**src/tsss_pkg.sv**
```systemverilog
`timescale 1ns / 1ps
`default_nettype none
// ----------------------------------------------------------------------------
// tsss_pkg
// Shared types and constants of the throttle soft start shaper.
// ----------------------------------------------------------------------------
package tsss_pkg;

  localparam int unsigned MAG_W = 10;  // magnitude of ramp slope, thousandths
  localparam int unsigned MS_W  = 16;  // millisecond fields
  localparam int unsigned QUO_W = 10;  // quotient of the ramp division
  localparam int unsigned PRD_W = MAG_W + MS_W;

  localparam logic [3:0] MUL_LAST = 4'd15;
  localparam logic [3:0] DIV_LAST = 4'd9;

  localparam logic [1:0] CFG_SOFT_START_ENABLE   = 2'd0;
  localparam logic [1:0] CFG_WARMUP_MS           = 2'd1;
  localparam logic [1:0] CFG_INITIAL_LIMIT_MILLI = 2'd2;
  localparam logic [1:0] CFG_MAX_STEP_MILLI      = 2'd3;

  typedef enum logic [1:0] {
    ST_IDLE,
    ST_RUN,
    ST_FIN
  } state_t;

  typedef enum logic [1:0] {
    PH_IDLE,
    PH_MUL,
    PH_DIV,
    PH_DONE
  } phase_t;

  typedef struct packed {
    logic             done;
    logic [QUO_W-1:0] q;
    logic             inexact;
  } ser_res_t;

endpackage
`default_nettype wire

```
**src/tsss_ramp_serial.sv**
```systemverilog
`timescale 1ns / 1ps
`default_nettype none
// ----------------------------------------------------------------------------
// tsss_ramp_serial
// Bit-serial ramp term: shift-and-add product of slope and elapsed time,
// then restoring division by the warmup length, one bit per cycle.
// ----------------------------------------------------------------------------
module tsss_ramp_serial
  import tsss_pkg::*;
(
  input  wire logic             clk,
  input  wire logic             rst,
  input  wire logic             start,
  input  wire logic [MAG_W-1:0] md,
  input  wire logic [MS_W-1:0]  e,
  input  wire logic [MS_W-1:0]  w,
  output ser_res_t              res
);

  phase_t phase, phase_next;
  logic [3:0] cnt, cnt_next;

  logic [MAG_W-1:0] md_r;
  logic [MS_W-1:0]  w_r;
  logic [PRD_W-1:0] p, p_next;
  logic [MS_W-1:0]  rem, rem_next;
  logic [QUO_W-1:0] lo, lo_next;

  logic [MAG_W:0]   psum;
  logic [MS_W:0]    trial;
  logic             ge;

  // product step: add slope into the upper part, shift right
  always_comb begin
    psum   = {1'b0, p[PRD_W-1:MS_W]} + (p[0] ? {1'b0, md_r} : '0);
    p_next = {psum, p[MS_W-1:1]};
  end

  // division step
  always_comb begin
    trial    = {rem, lo[QUO_W-1]};
    ge       = trial >= {1'b0, w_r};
    rem_next = ge ? MS_W'(trial - {1'b0, w_r}) : trial[MS_W-1:0];
    lo_next  = {lo[QUO_W-2:0], ge};
  end

  always_comb begin
    phase_next = phase;
    unique case (phase)
      PH_IDLE: if (start) phase_next = PH_MUL;
      PH_MUL:  if (cnt == MUL_LAST) phase_next = PH_DIV;
      PH_DIV:  if (cnt == DIV_LAST) phase_next = PH_DONE;
      PH_DONE: phase_next = PH_IDLE;
      default: phase_next = PH_IDLE;
    endcase
  end

  always_comb begin
    if (phase == PH_IDLE || (phase == PH_MUL && cnt == MUL_LAST) ||
        (phase == PH_DIV && cnt == DIV_LAST)) begin
      cnt_next = '0;
    end else begin
      cnt_next = cnt + 4'd1;
    end
  end

  always_ff @(posedge clk) begin
    if (rst) begin
      phase <= PH_IDLE;
      cnt   <= '0;
    end else begin
      phase <= phase_next;
      cnt   <= cnt_next;
    end
  end

  always_ff @(posedge clk) begin
    case (phase)
      PH_IDLE: begin
        if (start) begin
          p    <= {{MAG_W{1'b0}}, e};
          md_r <= md;
          w_r  <= w;
        end
      end
      PH_MUL: begin
        p <= p_next;
        if (cnt == MUL_LAST) begin
          rem <= p_next[PRD_W-1:QUO_W];
          lo  <= p_next[QUO_W-1:0];
        end
      end
      PH_DIV: begin
        rem <= rem_next;
        lo  <= lo_next;
      end
      default: ;
    endcase
  end

  always_comb begin
    res.done    = phase == PH_DONE;
    res.q       = lo;
    res.inexact = rem != '0;
  end

endmodule
`default_nettype wire

```
**src/throttle_soft_start_shaper.sv**
```systemverilog
`timescale 1ns / 1ps
`default_nettype none
// ----------------------------------------------------------------------------
// throttle_soft_start_shaper
// Throttle percent and steering angle with slew limit and warmup ceiling.
// ----------------------------------------------------------------------------
// one item at a time: no new item is taken until the serial product and
//   serial division of the warmup ceiling are done and the result is loaded
// in_ready returns while a finished item still waits at the output register
// synchronous reset: registers to their defaults, held throttle to zero
module throttle_soft_start_shaper
  import tsss_pkg::*;
(
  input  wire logic               clk,
  input  wire logic               rst,
  input  wire logic               cfg_write,
  input  wire logic [1:0]         cfg_index,
  input  wire logic [15:0]        cfg_data,
  input  wire logic               in_valid,
  output logic                    in_ready,
  input  wire logic signed [15:0] throttle_command_milli,
  input  wire logic signed [15:0] steer_command_milli,
  input  wire logic [15:0]        elapsed_ms,
  input  wire logic               restart,
  output logic                    out_valid,
  input  wire logic               out_ready,
  output logic signed [5:0]       speed_command,
  output logic signed [6:0]       steering_angle,
  output logic [9:0]              held_throttle_milli
);

  function automatic logic [6:0] div10(input logic [9:0] x);
    logic [17:0] prod;
    begin
      prod  = {8'b0, x} * 18'd205;
      div10 = prod[17:11];
    end
  endfunction

  // configuration
  logic        soft_en;
  logic [15:0] warmup;
  logic [9:0]  ini;
  logic [9:0]  max_step;

  always_ff @(posedge clk) begin
    if (rst) begin
      soft_en  <= 1'b1;
      warmup   <= 16'd3000;
      ini      <= 10'd100;
      max_step <= 10'd20;
    end else if (cfg_write) begin
      unique case (cfg_index)
        CFG_SOFT_START_ENABLE:   soft_en  <= cfg_data[0];
        CFG_WARMUP_MS:           warmup   <= cfg_data;
        CFG_INITIAL_LIMIT_MILLI: ini      <= cfg_data[9:0];
        CFG_MAX_STEP_MILLI:      max_step <= cfg_data[9:0];
        default: ;
      endcase
    end
  end

  state_t state, state_next;
  logic accept, start, load;
  logic [9:0] held;

  // front end, evaluated on the accepted item
  logic [9:0]         held_eff;
  logic [6:0]         pct_raw;
  logic [4:0]         pct;
  logic [7:0]         target;
  logic [16:0]        str_mag;
  logic [29:0]        ang_prod;
  logic [5:0]         ang_mag;
  logic [6:0]         angle;
  logic signed [11:0] diff;
  logic signed [11:0] step_s;
  logic [9:0]         h;
  logic signed [11:0] d;
  logic [11:0]        d_abs;

  always_comb begin
    held_eff = restart ? '0 : held;
    pct_raw  = div10({1'b0, throttle_command_milli[8:0]});
    if (throttle_command_milli[15]) begin
      pct = '0;
    end else if (throttle_command_milli >= 16'sd260) begin
      pct = 5'd25;
    end else begin
      pct = pct_raw[4:0];
    end
    target = {pct, 3'b000} + {2'b00, pct, 1'b0};

    str_mag  = steer_command_milli[15] ? 17'd0 - {1'b1, steer_command_milli}
                                       : {1'b0, steer_command_milli};
    ang_prod = {20'b0, str_mag[9:0]} * 30'd754975;
    ang_mag  = (str_mag >= 17'd1023) ? 6'd45 : ang_prod[29:24];
    angle    = steer_command_milli[15] ? 7'd0 - {1'b0, ang_mag} : {1'b0, ang_mag};

    diff   = $signed({4'b0, target}) - $signed({2'b0, held_eff});
    step_s = $signed({2'b0, max_step});
    if (diff > step_s) begin
      h = held_eff + max_step;
    end else if (diff < -step_s) begin
      h = held_eff - max_step;
    end else begin
      h = {2'b0, target};
    end

    d     = $signed({4'b0, target}) - $signed({2'b0, ini});
    d_abs = d[11] ? 12'(-d) : d;
  end

  ser_res_t ramp_res;

  tsss_ramp_serial u_ramp (
    .clk   (clk),
    .rst   (rst),
    .start (start),
    .md    (d_abs[9:0]),
    .e     (elapsed_ms),
    .w     (warmup),
    .res   (ramp_res)
  );

  // item held while the ramp term is worked out
  logic [9:0] h_r;
  logic [7:0] target_r;
  logic [6:0] angle_r;
  logic       ramp_r;
  logic       dneg_r;

  always_ff @(posedge clk) begin
    if (accept) begin
      h_r      <= h;
      target_r <= target;
      angle_r  <= angle;
      ramp_r   <= elapsed_ms < warmup;
      dneg_r   <= d[11];
    end
  end

  // back end: ceiling, clamp, percent
  logic [10:0] q_up;
  logic [10:0] ceil_v;
  logic [9:0]  hf;
  logic [9:0]  fin;
  logic [6:0]  fin_pct;

  always_comb begin
    q_up = {1'b0, ramp_res.q} + {10'b0, ramp_res.inexact};
    if (!ramp_r) begin
      ceil_v = {3'b0, target_r};
    end else if (dneg_r) begin
      ceil_v = ({1'b0, ini} >= q_up) ? {1'b0, ini} - q_up : '0;
    end else begin
      ceil_v = {1'b0, ini} + {1'b0, ramp_res.q};
    end
    hf      = ({1'b0, h_r} < ceil_v) ? h_r : ceil_v[9:0];
    fin     = soft_en ? hf : {2'b0, target_r};
    fin_pct = div10(fin);
  end

  always_comb begin
    state_next = state;
    unique case (state)
      ST_IDLE: if (in_valid) state_next = ST_RUN;
      ST_RUN:  if (ramp_res.done) state_next = ST_FIN;
      ST_FIN:  if (!out_valid || out_ready) state_next = ST_IDLE;
      default: state_next = ST_IDLE;
    endcase
  end

  always_comb begin
    in_ready = state == ST_IDLE;
    accept   = in_ready && in_valid;
    start    = accept;
    load     = (state == ST_FIN) && (!out_valid || out_ready);
  end

  always_ff @(posedge clk) begin
    if (rst) begin
      state     <= ST_IDLE;
      out_valid <= 1'b0;
      held      <= '0;
    end else begin
      state <= state_next;
      if (load) begin
        out_valid <= 1'b1;
      end else if (out_ready) begin
        out_valid <= 1'b0;
      end
      if (accept) begin
        held <= held_eff;
      end else if (load && soft_en) begin
        held <= hf;
      end
    end
  end

  always_ff @(posedge clk) begin
    if (load) begin
      speed_command       <= 6'(7'd0 - fin_pct);
      steering_angle      <= angle_r;
      held_throttle_milli <= soft_en ? hf : held;
    end
  end

endmodule
`default_nettype wire

```
**config.mk**
```make
export PLATFORM = sky130hd
export DESIGN_NAME = throttle_soft_start_shaper
export DESIGN_NICKNAME = d
export VERILOG_FILES = /design/src/tsss_pkg.sv /design/src/tsss_ramp_serial.sv /design/src/throttle_soft_start_shaper.sv
export SDC_FILE = /design/constraint.sdc
export NUM_CORES = 1
export LEC_CHECK = 0
export BUFFER_PORTS_ARGS = -buffer_cell sky130_fd_sc_hd__buf_2
export CORE_MARGIN = 2
export CORE_UTILIZATION = 40
export CTS_CLUSTER_SIZE = 12
export DETAILED_ROUTE_END_ITERATION = 12
export GPL_ROUTABILITY_DRIVEN = 0
export PLACE_DENSITY = 0.56
export SKIP_CTS_REPAIR_TIMING = 1
export SYNTH_ARGS = -nofsm -noshare
export SYNTH_HDL_FRONTEND = slang
export SYNTH_SLANG_ARGS = --single-unit
export TNS_END_PERCENT = 1
```
**constraint.sdc**
```tcl
create_clock -name clk -period 10.4 [get_ports clk]
set_input_delay 1.04 -clock clk [delete_from_list [all_inputs] [get_ports clk]]
set_output_delay 1.04 -clock clk [all_outputs]
set_load 0.005 [all_outputs]
```
==> reports/metrics.cfg <==
[pwr]
combPwrFrac_pct = 69.5
intPower_w = 0.00321
p_sw_w = 0.00277
power_leakage_nw = 9.83
seqPwrFrac_pct = 18.8
power_density_nw_per_um2 = 287
netSwitchingFraction_pct = 46.3
clock_power_share_pct = 11.6
ir_drop_mv = 0.366

[drt]
routedWlPerCell_um = 16.8
viasPerCell = 5.16
drt_first_pass_iters = 5
antenna_left = 0
drt-initial-drc-count = 660
vias = 14000
route.detailed.drc = 0
wl_um = 45600

[floorplanning]
rows = 78
dieArea_um2 = 47900
ios = 97
fp.dieH_um = 219
initial_core_util_pct = 40.6
chipWidth_um = 219
coreArea_um2 = 45500

[placed_design]
dp.cells = 2664
place_area_um2 = 19800
dpl.hpwl_um = 37500
place.port_buffers = 96

[worst_setup_path]
path_class = reg2reg
end_kind = flop
critical-path-max-stage-delay_ns = 0.54
cp_slowest_cell = fa_1
startpoint_type = flop
cp_max_fo = 7
path_delay_family = adder cells
arrival_ns = 10.26
worst-path-buf-inv = 4
required_ns = 10.61

[yosys]
synth_area_leader_cell = ha_1
ys_top_cells_by_area = ha_1 (22%), edfxtp_1 (21%), fa_1 (9.0%)
avgSynthCellArea_um2 = 9.34
ys_ff_latch = 183
synth-seq-area-share_pct = 26.7
syn-cell-area_um2 = 18500
synth-edff-count = 127
synthCells = 1979
synthFlopType = edfxtp_1
yosysWarnings = 0
netlist-cell-type-count = 89
synth_nets = 2464
async_reset_ff_share_pct = 0
synth_top_area_share_pct = 22.3

[sta]
setup-tns-final_ns = 0
setup_viol = 0
slew_viol_final = 0
max_freq_mhz = 99.5
finalClockSkew_ns = 0.0162
fin_crit_sh_pct = 96.6
final-hold-violation-count = 0
min_period_ns = 10.05
max_slew_margin_pct = 18.6
worstMarginPinSlew_ns = 1.22

[global_route]
grt_pass1_vias = 14100
antenna_found_initial = 10
grt_max_degree = 52
grt_first_pass_wirelength_um = 72700
overflow = 0
grt_usage_pct = 19.3

[clock_tree]
path_clk_slew_ns = 0.08
cts.sinks = 183
clock-root-buffer = clkbuf_16
tritoncts = yes
htree_levels = 4
cts_buffer_depth = 2
cts_buffers = 17
clock_latency_ns = 0.47

[status]
status = finished, final reports clean

[layout]
drive_gt1_share_pct = 13.6
syn2layout_area_growth_pct = 12.7
nets = 2585
layout.cells.non_filler = 2717
final_cell_area_um2 = 20800

[min_path]
worst_hold_path_type = reg2reg

[flow_run]
cap_violations = 0

==> layer usage <==
| layer | wire, um | up-vias | track usage (%) |
|---|---|---|---|
| li1 | - | 7028 | - |
| met1 | 21100 | 6693 | 25.3 |
| met2 | 21700 | 223 | 33.0 |
| met3 | 1700 | 65 | 2.79 |
| met4 | 979 | 12 | 5.29 |
| met5 | 79 | - | 0 |
==> per-stage QoR <==
step / total power, W / worst slack [ns] / utilization [%] / hold slack [ns]
after detailed placement: 0.00504 / -0.138 / 43.5 / 0.412
after global placement: 0.00495 / 0.185 / 43.5 / 0.402
after floorplan: 0.00412 / 0.436 / - / 0.400
after global routing: 0.00663 / -0.0943 / 45.8 / 0.443
final: 0.00598 / 0.349 / 45.8 / 0.431
after CTS: 0.00578 / -0.175 / 44.9 / 0.431
==> power groups by stage <==
stage,Sequential (W),Combinational (W),Clock [W]
after floorplan,0.00110,0.00301,0
after global routing,0.00114,0.00476,0.000737
after global placement,0.00113,0.00381,0
final,0.00113,0.00416,0.000695
after CTS,0.00112,0.00395,0.000712
after detailed placement,0.00114,0.00390,0
==> worst paths after layout <==
kind                                         startpoint                          end  slack (ns)  cells after the start
worst max register to register  u_ramp.rem[1]$_DFFE_PP_   speed_command[4]$_DFFE_PP_        0.35                     48
worst max-delay path            u_ramp.rem[1]$_DFFE_PP_   speed_command[4]$_DFFE_PP_        0.35                     48
worst min-delay path               angle_r[1]$_DFFE_PP_  steering_angle[1]$_DFFE_PP_        0.43                      0
worst min register to register     angle_r[1]$_DFFE_PP_  steering_angle[1]$_DFFE_PP_        0.43                      0
==> kinds of logic (layout without fill, tap and decap cells) <==
logic type,count (synthesis),count (layout),share of synthesized area (%)
AOI/OAI and AO/OA,401,401,14.8
xor gates and xnor gates,108,108,5.16
adders and majority gates,413,413,31.3
buffers and inverters,358,492,7.31
DFF,183,183,26.7
muxes,42,42,2.48
other,0,4,0
and+or+nand+nor,474,474,12.3
==> flip-flops by register name, summed over array words and instances (netlist names), 2 cells and up <==
signal and cells:
angle_r 7, h_r 10, held 10, held_throttle_milli 10
ini 10, max_step 10, speed_command 6, state 2
steering_angle 7, target_r 7, u_ramp.cnt 4, u_ramp.lo 10
u_ramp.md_r 10, u_ramp.p 26, u_ramp.phase 2, u_ramp.rem 16
u_ramp.w_r 16, warmup 16
==> Yosys cell counts (all sizes together), types with 21 or more instances <==
cell type / n
dfxtp: 56
a21o: 49
xnor2: 67
xor2: 41
inv: 321
nand3: 23
o21a: 34
clkbuf: 28
mux2: 31
and2: 24
nor2: 137
nand2: 153
nand2b: 29
nor2b: 21
fa: 83
ha: 330
o21bai: 22
edfxtp: 127
nor3: 21
o21ai: 66
a21oi: 117
==> cell type report <==
class,count,area (um^2)
Clock inverter,15,215
Inverter,322,1210
Clock buffer,17,425
Antenna cell,4,10.0
Fill cell,4502,24600
Sequential cell,183,4930
Tap cell,600,751
Multi-Input combinational cell,1438,12500
Timing Repair Buffer,138,800
==> layout by cell type (no fill, tap or decap), drive strengths merged, types with 22 or more instances in the layout <==
master | Yosys | layout
a21o | 49 | 49
a21oi | 117 | 117
and2 | 24 | 24
buf | 8 | 138
dfxtp | 56 | 56
edfxtp | 127 | 127
fa | 83 | 83
ha | 330 | 330
inv | 321 | 329
mux2 | 31 | 31
nand2 | 153 | 153
nand2b | 29 | 29
nand3 | 23 | 23
nor2 | 137 | 137
o21a | 34 | 34
o21ai | 66 | 66
o21bai | 22 | 22
xnor2 | 67 | 67
xor2 | 41 | 41
Note: power is estimated with default switching activity, not from simulation.
